<file path="src/rtl/core/mbdc_pkg.sv">
package mbdc_pkg;

  localparam int NUM_BUTTONS_DEF = 9;
  localparam int COUNT_WIDTH_DEF = 16;

  // fixed field widths
  localparam int LEVEL_W = 9;
  localparam int TICKS_W = 16;
  localparam int ID_W    = 4;
  localparam int KIND_W  = 2;

  // register reset values
  localparam logic [TICKS_W-1:0] TICKS_RST        = 16'd30;
  localparam logic [ID_W-1:0]    COMBO_FIRST_RST  = 4'd1;
  localparam logic [ID_W-1:0]    COMBO_SECOND_RST = 4'd7;
  localparam logic [ID_W-1:0]    PAIRING_RST      = 4'd9;

  // register indexes
  localparam logic [1:0] REG_TICKS        = 2'd0;
  localparam logic [1:0] REG_COMBO_FIRST  = 2'd1;
  localparam logic [1:0] REG_COMBO_SECOND = 2'd2;
  localparam logic [1:0] REG_PAIRING      = 2'd3;

  // input operation
  localparam logic OP_TICK = 1'b0;
  localparam logic OP_EDGE = 1'b1;

  // event kinds
  localparam logic [KIND_W-1:0] KIND_PRESSED  = 2'd0;
  localparam logic [KIND_W-1:0] KIND_RELEASED = 2'd1;
  localparam logic [KIND_W-1:0] KIND_PAIR_BTN = 2'd2;
  localparam logic [KIND_W-1:0] KIND_COMBO    = 2'd3;

  typedef struct packed {
    logic              load_edge;
    logic              start;
    logic              dec;
    logic              disarm;
    logic              commit;
    logic              idx_inc;
    logic              push;
    logic              push_combo;
    logic [KIND_W-1:0] push_kind;
    logic              set_latch;
    logic              clr_latch;
    logic              flush;
  } ctrl_cmd_t;

  typedef struct packed {
    logic armed;
    logic cnt_gt1;
    logic pressed;
    logic changed;
    logic is_pair;
    logic is_combo_btn;
    logic both;
    logic latched;
    logic held_valid;
    logic out_free;
    logic last_idx;
  } dp_status_t;

endpackage

</file>
<file path="src/rtl/core/mbdc_ctrl.sv">
module mbdc_ctrl (
  input  logic                   clk,
  input  logic                   rst,
  input  logic                   in_valid,
  input  logic                   in_op,
  output logic                   in_ready,
  input  mbdc_pkg::dp_status_t   st,
  output mbdc_pkg::ctrl_cmd_t    cmd
);

  typedef enum logic [3:0] {
    S_IDLE  = 4'b0001,
    S_SCAN  = 4'b0010,
    S_COMBO = 4'b0100,
    S_DONE  = 4'b1000
  } state_t;

  state_t state, state_next;
  logic   can_push;
  logic   emit_needed;

  assign can_push    = !st.held_valid || st.out_free;
  assign emit_needed = !st.is_pair || st.pressed;
  assign in_ready    = (state == S_IDLE);

  always_comb begin
    cmd        = '0;
    state_next = state;
    unique case (state)
      S_IDLE: begin
        if (in_valid) begin
          if (in_op == mbdc_pkg::OP_EDGE) begin
            cmd.load_edge = 1'b1;
          end else begin
            cmd.start  = 1'b1;
            state_next = S_SCAN;
          end
        end
      end
      S_SCAN: begin
        if (!st.armed || st.cnt_gt1 || !st.changed) begin
          cmd.dec    = st.armed && st.cnt_gt1;
          cmd.disarm = st.armed && !st.cnt_gt1;
          if (st.last_idx) state_next = S_DONE;
          else cmd.idx_inc = 1'b1;
        end else if (!emit_needed || can_push) begin
          cmd.commit = 1'b1;
          cmd.push   = emit_needed;
          if (st.is_pair) cmd.push_kind = mbdc_pkg::KIND_PAIR_BTN;
          else if (st.pressed) cmd.push_kind = mbdc_pkg::KIND_PRESSED;
          else cmd.push_kind = mbdc_pkg::KIND_RELEASED;
          if (!st.is_pair && st.is_combo_btn) state_next = S_COMBO;
          else if (st.last_idx) state_next = S_DONE;
          else cmd.idx_inc = 1'b1;
        end
      end
      S_COMBO: begin
        // stable state already holds the new level here
        if (st.both && !st.latched) begin
          if (can_push) begin
            cmd.push       = 1'b1;
            cmd.push_combo = 1'b1;
            cmd.push_kind  = mbdc_pkg::KIND_COMBO;
            cmd.set_latch  = 1'b1;
            if (st.last_idx) state_next = S_DONE;
            else begin
              cmd.idx_inc = 1'b1;
              state_next  = S_SCAN;
            end
          end
        end else begin
          cmd.clr_latch = !st.both;
          if (st.last_idx) state_next = S_DONE;
          else begin
            cmd.idx_inc = 1'b1;
            state_next  = S_SCAN;
          end
        end
      end
      S_DONE: begin
        if (!st.held_valid) begin
          state_next = S_IDLE;
        end else if (st.out_free) begin
          cmd.flush  = 1'b1;
          state_next = S_IDLE;
        end
      end
      default: state_next = S_IDLE;
    endcase
  end

  always_ff @(posedge clk) begin
    if (rst) state <= S_IDLE;
    else state <= state_next;
  end

endmodule

</file>
<file path="src/rtl/core/mbdc_datapath.sv">
module mbdc_datapath #(
  parameter int NUM_BUTTONS = mbdc_pkg::NUM_BUTTONS_DEF,
  parameter int COUNT_WIDTH = mbdc_pkg::COUNT_WIDTH_DEF
) (
  input  logic                            clk,
  input  logic                            rst,
  input  logic                            cfg_we,
  input  logic [1:0]                      cfg_index,
  input  logic [mbdc_pkg::TICKS_W-1:0]    cfg_data,
  input  logic [mbdc_pkg::ID_W-1:0]       in_edge,
  input  logic [mbdc_pkg::LEVEL_W-1:0]    in_levels,
  input  mbdc_pkg::ctrl_cmd_t             cmd,
  output mbdc_pkg::dp_status_t            st,
  output logic                            out_valid,
  input  logic                            out_ready,
  output logic [mbdc_pkg::KIND_W-1:0]     out_kind,
  output logic [mbdc_pkg::ID_W-1:0]       out_button,
  output logic                            out_last
);

  localparam int IDX_W  = $clog2(NUM_BUTTONS);
  localparam int CMP_RW = $clog2(NUM_BUTTONS + 1);
  localparam int CMP_W  = (CMP_RW > mbdc_pkg::ID_W) ? CMP_RW : mbdc_pkg::ID_W;
  localparam logic [32:0] CNT_MAX = (33'd1 << COUNT_WIDTH) - 33'd1;

  // configuration
  logic [mbdc_pkg::TICKS_W-1:0] ticks;
  logic [mbdc_pkg::ID_W-1:0]    combo_first;
  logic [mbdc_pkg::ID_W-1:0]    combo_second;
  logic [mbdc_pkg::ID_W-1:0]    pairing;

  always_ff @(posedge clk) begin
    if (rst) begin
      ticks        <= mbdc_pkg::TICKS_RST;
      combo_first  <= mbdc_pkg::COMBO_FIRST_RST;
      combo_second <= mbdc_pkg::COMBO_SECOND_RST;
      pairing      <= mbdc_pkg::PAIRING_RST;
    end else if (cfg_we) begin
      unique case (cfg_index)
        mbdc_pkg::REG_TICKS:        ticks        <= cfg_data;
        mbdc_pkg::REG_COMBO_FIRST:  combo_first  <= cfg_data[mbdc_pkg::ID_W-1:0];
        mbdc_pkg::REG_COMBO_SECOND: combo_second <= cfg_data[mbdc_pkg::ID_W-1:0];
        mbdc_pkg::REG_PAIRING:      pairing      <= cfg_data[mbdc_pkg::ID_W-1:0];
        default: ;
      endcase
    end
  end

  // per-button state
  logic [NUM_BUTTONS-1:0]   stable;
  logic [NUM_BUTTONS-1:0]   armed;
  logic [COUNT_WIDTH-1:0]   cnt [NUM_BUTTONS];
  logic                     latched;
  logic [IDX_W-1:0]         idx;
  logic [NUM_BUTTONS-1:0]   levels;

  logic [COUNT_WIDTH-1:0]   load_val;
  logic                     edge_ok;
  logic [IDX_W-1:0]         edge_idx;
  logic [CMP_W-1:0]         edge_ext;
  logic [CMP_W-1:0]         id;
  logic                     pressed;
  logic                     held_first;
  logic                     held_second;

  always_comb begin
    if (ticks == '0) load_val = COUNT_WIDTH'(1);
    else if (33'(ticks) > CNT_MAX) load_val = '1;
    else load_val = COUNT_WIDTH'(ticks);
  end

  assign edge_ext = CMP_W'(in_edge);
  assign edge_ok  = (edge_ext != '0) && (edge_ext <= CMP_W'(NUM_BUTTONS));
  assign edge_idx = IDX_W'(edge_ext - CMP_W'(1));
  assign id       = CMP_W'(idx) + CMP_W'(1);
  assign pressed  = levels[idx];

  // a combo id outside the button range reads as released
  always_comb begin
    held_first  = 1'b0;
    held_second = 1'b0;
    for (int k = 0; k < NUM_BUTTONS; k++) begin
      if (CMP_W'(combo_first) == CMP_W'(k + 1)) held_first = stable[k];
      if (CMP_W'(combo_second) == CMP_W'(k + 1)) held_second = stable[k];
    end
  end

  always_ff @(posedge clk) begin
    if (rst) begin
      stable  <= '0;
      armed   <= '0;
      latched <= 1'b0;
    end else begin
      if (cmd.load_edge && edge_ok) armed[edge_idx] <= 1'b1;
      if (cmd.disarm) armed[idx] <= 1'b0;
      if (cmd.commit) begin
        armed[idx]  <= 1'b0;
        stable[idx] <= pressed;
      end
      if (cmd.set_latch) latched <= 1'b1;
      else if (cmd.clr_latch) latched <= 1'b0;
    end
  end

  always_ff @(posedge clk) begin
    if (cmd.load_edge && edge_ok) cnt[edge_idx] <= load_val;
    if (cmd.dec) cnt[idx] <= cnt[idx] - COUNT_WIDTH'(1);
    if (cmd.start) levels <= NUM_BUTTONS'(in_levels);
    if (cmd.start) idx <= '0;
    else if (cmd.idx_inc) idx <= idx + IDX_W'(1);
  end

  // event stage: one held event plus the output register, so the last
  // event of a tick can be marked when the scan ends
  logic                        held_valid;
  logic [mbdc_pkg::KIND_W-1:0] held_kind;
  logic [mbdc_pkg::ID_W-1:0]   held_button;
  logic                        out_free;

  assign out_free = !out_valid || out_ready;

  always_ff @(posedge clk) begin
    if (rst) begin
      held_valid <= 1'b0;
      out_valid  <= 1'b0;
    end else begin
      if (cmd.flush) begin
        out_valid  <= 1'b1;
        held_valid <= 1'b0;
      end else if (cmd.push) begin
        held_valid <= 1'b1;
        if (held_valid) out_valid <= 1'b1;
        else if (out_ready) out_valid <= 1'b0;
      end else if (out_ready) begin
        out_valid <= 1'b0;
      end
    end
  end

  always_ff @(posedge clk) begin
    if (cmd.flush || (cmd.push && held_valid)) begin
      out_kind   <= held_kind;
      out_button <= held_button;
      out_last   <= cmd.flush;
    end
    if (cmd.push) begin
      held_kind   <= cmd.push_kind;
      held_button <= cmd.push_combo ? '0 : mbdc_pkg::ID_W'(id);
    end
  end

  always_comb begin
    st              = '0;
    st.armed        = armed[idx];
    st.cnt_gt1      = cnt[idx] > COUNT_WIDTH'(1);
    st.pressed      = pressed;
    st.changed      = pressed != stable[idx];
    st.is_pair      = id == CMP_W'(pairing);
    st.is_combo_btn = (id == CMP_W'(combo_first)) || (id == CMP_W'(combo_second));
    st.both         = held_first && held_second;
    st.latched      = latched;
    st.held_valid   = held_valid;
    st.out_free     = out_free;
    st.last_idx     = idx == IDX_W'(NUM_BUTTONS - 1);
  end

endmodule

</file>
<file path="src/rtl/core/multi_button_debounce_combo.sv">
// Debouncer for a row of buttons with a pairing button and a latched
// two-button pairing combo.
// Input stream (s_*): s_tuser is the operation (0 tick, 1 raw edge).
// An edge transfer re-arms that button's countdown.
// A tick transfer decrements all armed countdowns and samples the levels
// of the buttons that expire, one button per cycle while no event is held
// up by a stalled receiver, with an extra combo check step after a combo
// button changes. The scan walks the buttons through one shared
// compare/decrement path under a small FSM.
// Output stream (m_*): one pressed/released/pairing/combo event per transfer,
// in ascending button order, m_tlast on the final event of a tick.
// An event waits in a hold stage until the next event of the tick, or the
// end of the scan, moves it into the output register. A stalled receiver
// holds the scan only when a new event finds both the output register and
// the hold stage full; at the end of the scan the held event has to move
// out before the next input is taken, which may then overlap its wait.
// Configuration (cfg_*) must be written only while the block is idle; the block itself does not enforce it.
// Reset clears all stable states to released, disarms every countdown,
// clears the combo latch and loads the default registers.
module multi_button_debounce_combo #(
  parameter int NUM_BUTTONS = mbdc_pkg::NUM_BUTTONS_DEF,
  parameter int COUNT_WIDTH = mbdc_pkg::COUNT_WIDTH_DEF
) (
  input  logic        clk,
  input  logic        rst,
  input  logic        cfg_we,
  input  logic [1:0]  cfg_index,
  input  logic [15:0] cfg_data,
  input  logic        s_tvalid,
  output logic        s_tready,
  input  logic [15:0] s_tdata,   // [3:0] edge_button, [12:4] button_levels
  input  logic        s_tuser,   // operation
  output logic        m_tvalid,
  input  logic        m_tready,
  output logic [7:0]  m_tdata,   // [3:0] event_button
  output logic [1:0]  m_tuser,   // event_kind
  output logic        m_tlast
);

  mbdc_pkg::ctrl_cmd_t  cmd;
  mbdc_pkg::dp_status_t st;
  logic [mbdc_pkg::ID_W-1:0] out_button;

  mbdc_ctrl u_ctrl (
    .clk      (clk),
    .rst      (rst),
    .in_valid (s_tvalid),
    .in_op    (s_tuser),
    .in_ready (s_tready),
    .st       (st),
    .cmd      (cmd)
  );

  mbdc_datapath #(
    .NUM_BUTTONS (NUM_BUTTONS),
    .COUNT_WIDTH (COUNT_WIDTH)
  ) u_dp (
    .clk        (clk),
    .rst        (rst),
    .cfg_we     (cfg_we),
    .cfg_index  (cfg_index),
    .cfg_data   (cfg_data),
    .in_edge    (s_tdata[3:0]),
    .in_levels  (s_tdata[12:4]),
    .cmd        (cmd),
    .st         (st),
    .out_valid  (m_tvalid),
    .out_ready  (m_tready),
    .out_kind   (m_tuser),
    .out_button (out_button),
    .out_last   (m_tlast)
  );

  assign m_tdata = {4'b0000, out_button};

endmodule
</file>
<file path="config.mk">
export PLATFORM = sky130hd
export DESIGN_NAME = multi_button_debounce_combo
export DESIGN_NICKNAME = d
export VERILOG_FILES = /design/src/rtl/core/mbdc_pkg.sv /design/src/rtl/core/mbdc_ctrl.sv /design/src/rtl/core/mbdc_datapath.sv /design/src/rtl/core/multi_button_debounce_combo.sv
export SDC_FILE = /design/constraint.sdc
export NUM_CORES = 1
export LEC_CHECK = 0
export BUFFER_PORTS_ARGS = -buffer_cell sky130_fd_sc_hd__clkbuf_2
export CAP_MARGIN = 40
export CORE_UTILIZATION = 40
export CTS_CLUSTER_SIZE = 20
export DETAILED_ROUTE_END_ITERATION = 8
export SETUP_SLACK_MARGIN = 0.1
export SYNTH_ARGS = -nofsm -noshare
export SYNTH_HDL_FRONTEND = slang
export SYNTH_SLANG_ARGS = --single-unit
</file>
<file path="constraint.sdc">
create_clock -name clk -period 12.4 [get_ports clk]
set_clock_uncertainty 0.05 [all_clocks]
set_input_delay 0.62 -clock clk [delete_from_list [all_inputs] [get_ports clk]]
set_output_delay 0.62 -clock clk [all_outputs]
set_load 0.005 [all_outputs]
</file>
==> impl_metrics.yaml <==
setup_path:
  required_ns: 12.55
  critical_path.max_fanout: 29
  startpoint_type: "flip-flop"
  critical-path-top-delay-family: "compound AO/OA/AOI/OAI gates"
  slowest_delay_ns: 0.54
  cell_type_with_the_highest_occurrence_count_on_the_critical_path: "buf_4"
  worstPathArrival_ns: 4.67
  timing.critical_path.depth: 13
  timing.critical_path.slowest_stage_cell: "mux4_2"
  worst_setup_path_end_kind: "flip-flop"
  r2r_setup_slack_ns: 7.87
  worst-setup-path-type: "reg2reg"
  critPathBufInv: 3
  rr_endpoint: "u_dp.cnt[6][0]$_DFFE_PP_"
  worst-r2r-cell-count: 13
  crit_path_cell_trace: "buf_4 -> buf_12 -> mux4_2 -> mux2_2 -> mux2i_1 -> ha_1 -> o21ai_0 -> a31oi_1 -> nand2_1 -> o21a_1 -> buf_4 -> a311oi_1 -> a21oi_1"
global_routing:
  grt_remaining_overflow: 0
  grt_pass1_vias: 6606
  grtUsageTotal_pct: 18.6
  pin_count_of_the_biggest_net_entering_global_routing: 31
  grt_first_pass_wirelength_um: 37700
  grt_antenna_before_repair: 0
min_path:
  hold_depth: 1
  worst_min_delay_path_startpoint: "s_tdata[11]"
  timing.hold.worst_endpoint: "u_dp.levels[7]$_DFFE_PP_"
  worstHoldPathType: "in2reg"
floorplan:
  floorplan.core_area_um2: 25400
  io_pins: 53
  design.die.area_um2: 26800
  dieHeight_um: 164
  dieWidth_um: 164
  placement_rows: 58
  initial_utilization_pct: 41.1
detailed_routing:
  drt_pre_antenna_iters: 5
  antenna_violating_nets_post_route: 0
  drt-initial-drc-count: 452
  drt_drc_violations_left: 0
  num_vias: 6736
  route.detailed.wl_per_inst_um: 19.8
  route.final.wire_length_um: 24300
  post_drt_via_cell_ratio: 5.51
cells_and_area:
  layout_commonest_cell: "edfxtp_1"
  antenna-diode-count: 0
  stdcell_area_um2: 11900
  filler_cell_count: 2299
  final_net_count: 924
  drive_gt1_share_pct: 19.6
  flow.area_growth_from_synthesis_pct: 13.7
  multi_input_area_um2: 3980
  layout.area.seq_um2: 6210
  most-common-layout-cells: "edfxtp_1, nand2_1, mux2i_1, dfxtp_1, clkbuf_2"
timing:
  maxSlewHeadroom_pct: 44.1
  grt_setup_unrepaired: "false"
  drv_slew: 0
  timing.fmax_mhz: 221
  tmin_final_ns: 4.53
  final.setup.tns_ns: 0
  count_of_endpoints_failing_setup_in_the_final_report: 0
  final-hold-violation-count: 0
  worst_pin_slew_ns: 0.832
  finalCritPeriodShare_pct: 36.5
  hold_slack_ns: 0.224
pwr:
  p_sw_uw: 366
  cell_internal_pwr_uw: 1300
  pwr_cell_area_nw_per_um2: 140
  clock_share_of_power_pct: 43.7
  pwr-share-comb_pct: 6.7
  power.switching_fraction_pct: 22.0
  irDropWorstVdd_mv: 0.0880
  share_seq_of_total_power_pct: 49.6
  total_leakage_power_uw: 0.00430
flow_run:
  max_cap_viol_count: 0
clock_tree:
  clock_tree_from_tritoncts: "built"
  cts_setup_buffers: 0
  cts_buffer_depth: 3
  count_of_h_tree_levels_built_during_cts: 1
  cell_at_the_root_of_the_clock_tree: "clkbuf_16"
  cts_sinks: 227
  clk_transition_reported_paths_ns: 0.06
  ctsHoldBuffers: 0
  cts-resized-gates: 0
  worst_skew_pair.late_latency_ns: 0.52
  tritoncts.num_buffers: 25
placed_design:
  place.gp.congestion: 0.855
  cell_area_after_placement_um2: 11100
  detailedPlacementHpwl_um: 15800
  io_buffers: 45
synth:
  ys_warn_count: 0
  ys_seq_elements: 227
  synth_enable_flop_cells: 166
  postSynthCellCount: 822
  netlist-cell-type-count: 78
  yosysSeqAreaShare_pct: 59.4
  synthesis.area_per_instance_um2: 12.7
  postSynth.asyncResetShare_pct: 0
  syn_area_um2: 10400
  synth_top_flop_cell: "edfxtp_1"
run_status:
  run_status: "complete, no violations"
## sequential cells by signal, summed over array words and instances, names as in the netlist, 9 cells and up, named ones only
signal       cells
u_dp.cnt       144
u_dp.ticks      16
u_dp.armed       9
u_dp.levels      9
u_dp.stable      9
## cells by family after synthesis
kind of cell               after synthesis  synth area share (%)
muxes                                  116                  12.7
buffers and inverters                   63                  3.02
AOI/OAI and AO/OA                      137                  9.09
DFF                                    227                  59.4
xor gates and xnor gates                27                  2.66
other                                    1                0.0359
adders and majority gates               10                  1.20
and+or+nand+nor                        241                  12.0
## stage by stage
| stage | worst slack [ns] | util (%) | power [µW] | cells |
|---|---|---|---|---|
| detailed placement | 7.88 | 43.6 | 954 | 1177 |
| finish | 7.87 | 46.8 | 1670 | 1223 |
| CTS | 7.85 | 46.8 | 1680 | 1223 |
| global route | 7.50 | 46.8 | 1720 | 1223 |
| global placement | 7.79 | 43.4 | 951 | 1172 |
| floorplan | 7.99 | - | 921 | 825 |
## routing by layer
metal | share of wire [%] | GRT usage, % | wire length (µm)
met5 | 0 | 0 | 0
met1 | 46 | 26.4 | 11300
met3 | 5.9 | 2.79 | 1440
met2 | 45 | 29.3 | 10900
met4 | 2.8 | 5.56 | 674
## final cells by class
type                            count  area share, %
Tap cell                          330           3.47
Sequential cell                   227           52.2
Timing Repair Buffer               67           3.43
Clock inverter                     12           1.23
Multi-Input combinational cell    535           33.5
Clock buffer                       34           5.55
Inverter                           18          0.568
## cells in the mapped netlist, types with 11 or more instances
cell | count | area [µm²]
a21oi_1 | 35 | 175
a22o_1 | 11 | 96.3
a31oi_1 | 11 | 68.8
and3_1 | 14 | 87.6
buf_2 | 12 | 60.1
clkbuf_1 | 19 | 71.3
dfxtp_1 | 61 | 1220
edfxtp_1 | 166 | 4980
inv_1 | 17 | 63.8
mux2_1 | 11 | 124
mux2_2 | 32 | 360
mux2i_1 | 62 | 621
nand2_1 | 85 | 319
nand3_1 | 35 | 175
nor2_1 | 36 | 135
o21ai_0 | 16 | 80.1
o22ai_1 | 14 | 87.6
xnor2_1 | 15 | 131
## power by group through the flow
stage	clock network, µW	logic [µW]	registers [µW]
2_1_floorplan	0	82.3	839
4_1_cts	740	112	827
5_1_grt	768	122	828
6_report	728	112	827
3_5_place_dp	0	111	843
3_3_place_gp	0	108	843
## worst max-delay path by stage
stage | to | slack, ns
after floorplan | u_dp.cnt[3][0]$_DFFE_PP_ | 7.99
after global placement | u_dp.stable[2]$_SDFFE_PP0P_ | 7.79
after detailed placement | u_dp.cnt[7][11]$_DFFE_PP_ | 7.88
after CTS | u_dp.cnt[7][4]$_DFFE_PP_ | 7.85
after global routing | u_dp.out_button[3]$_DFFE_PP_ | 7.50
final | u_dp.cnt[6][0]$_DFFE_PP_ | 7.87
Power figures use the tool's default switching activity.
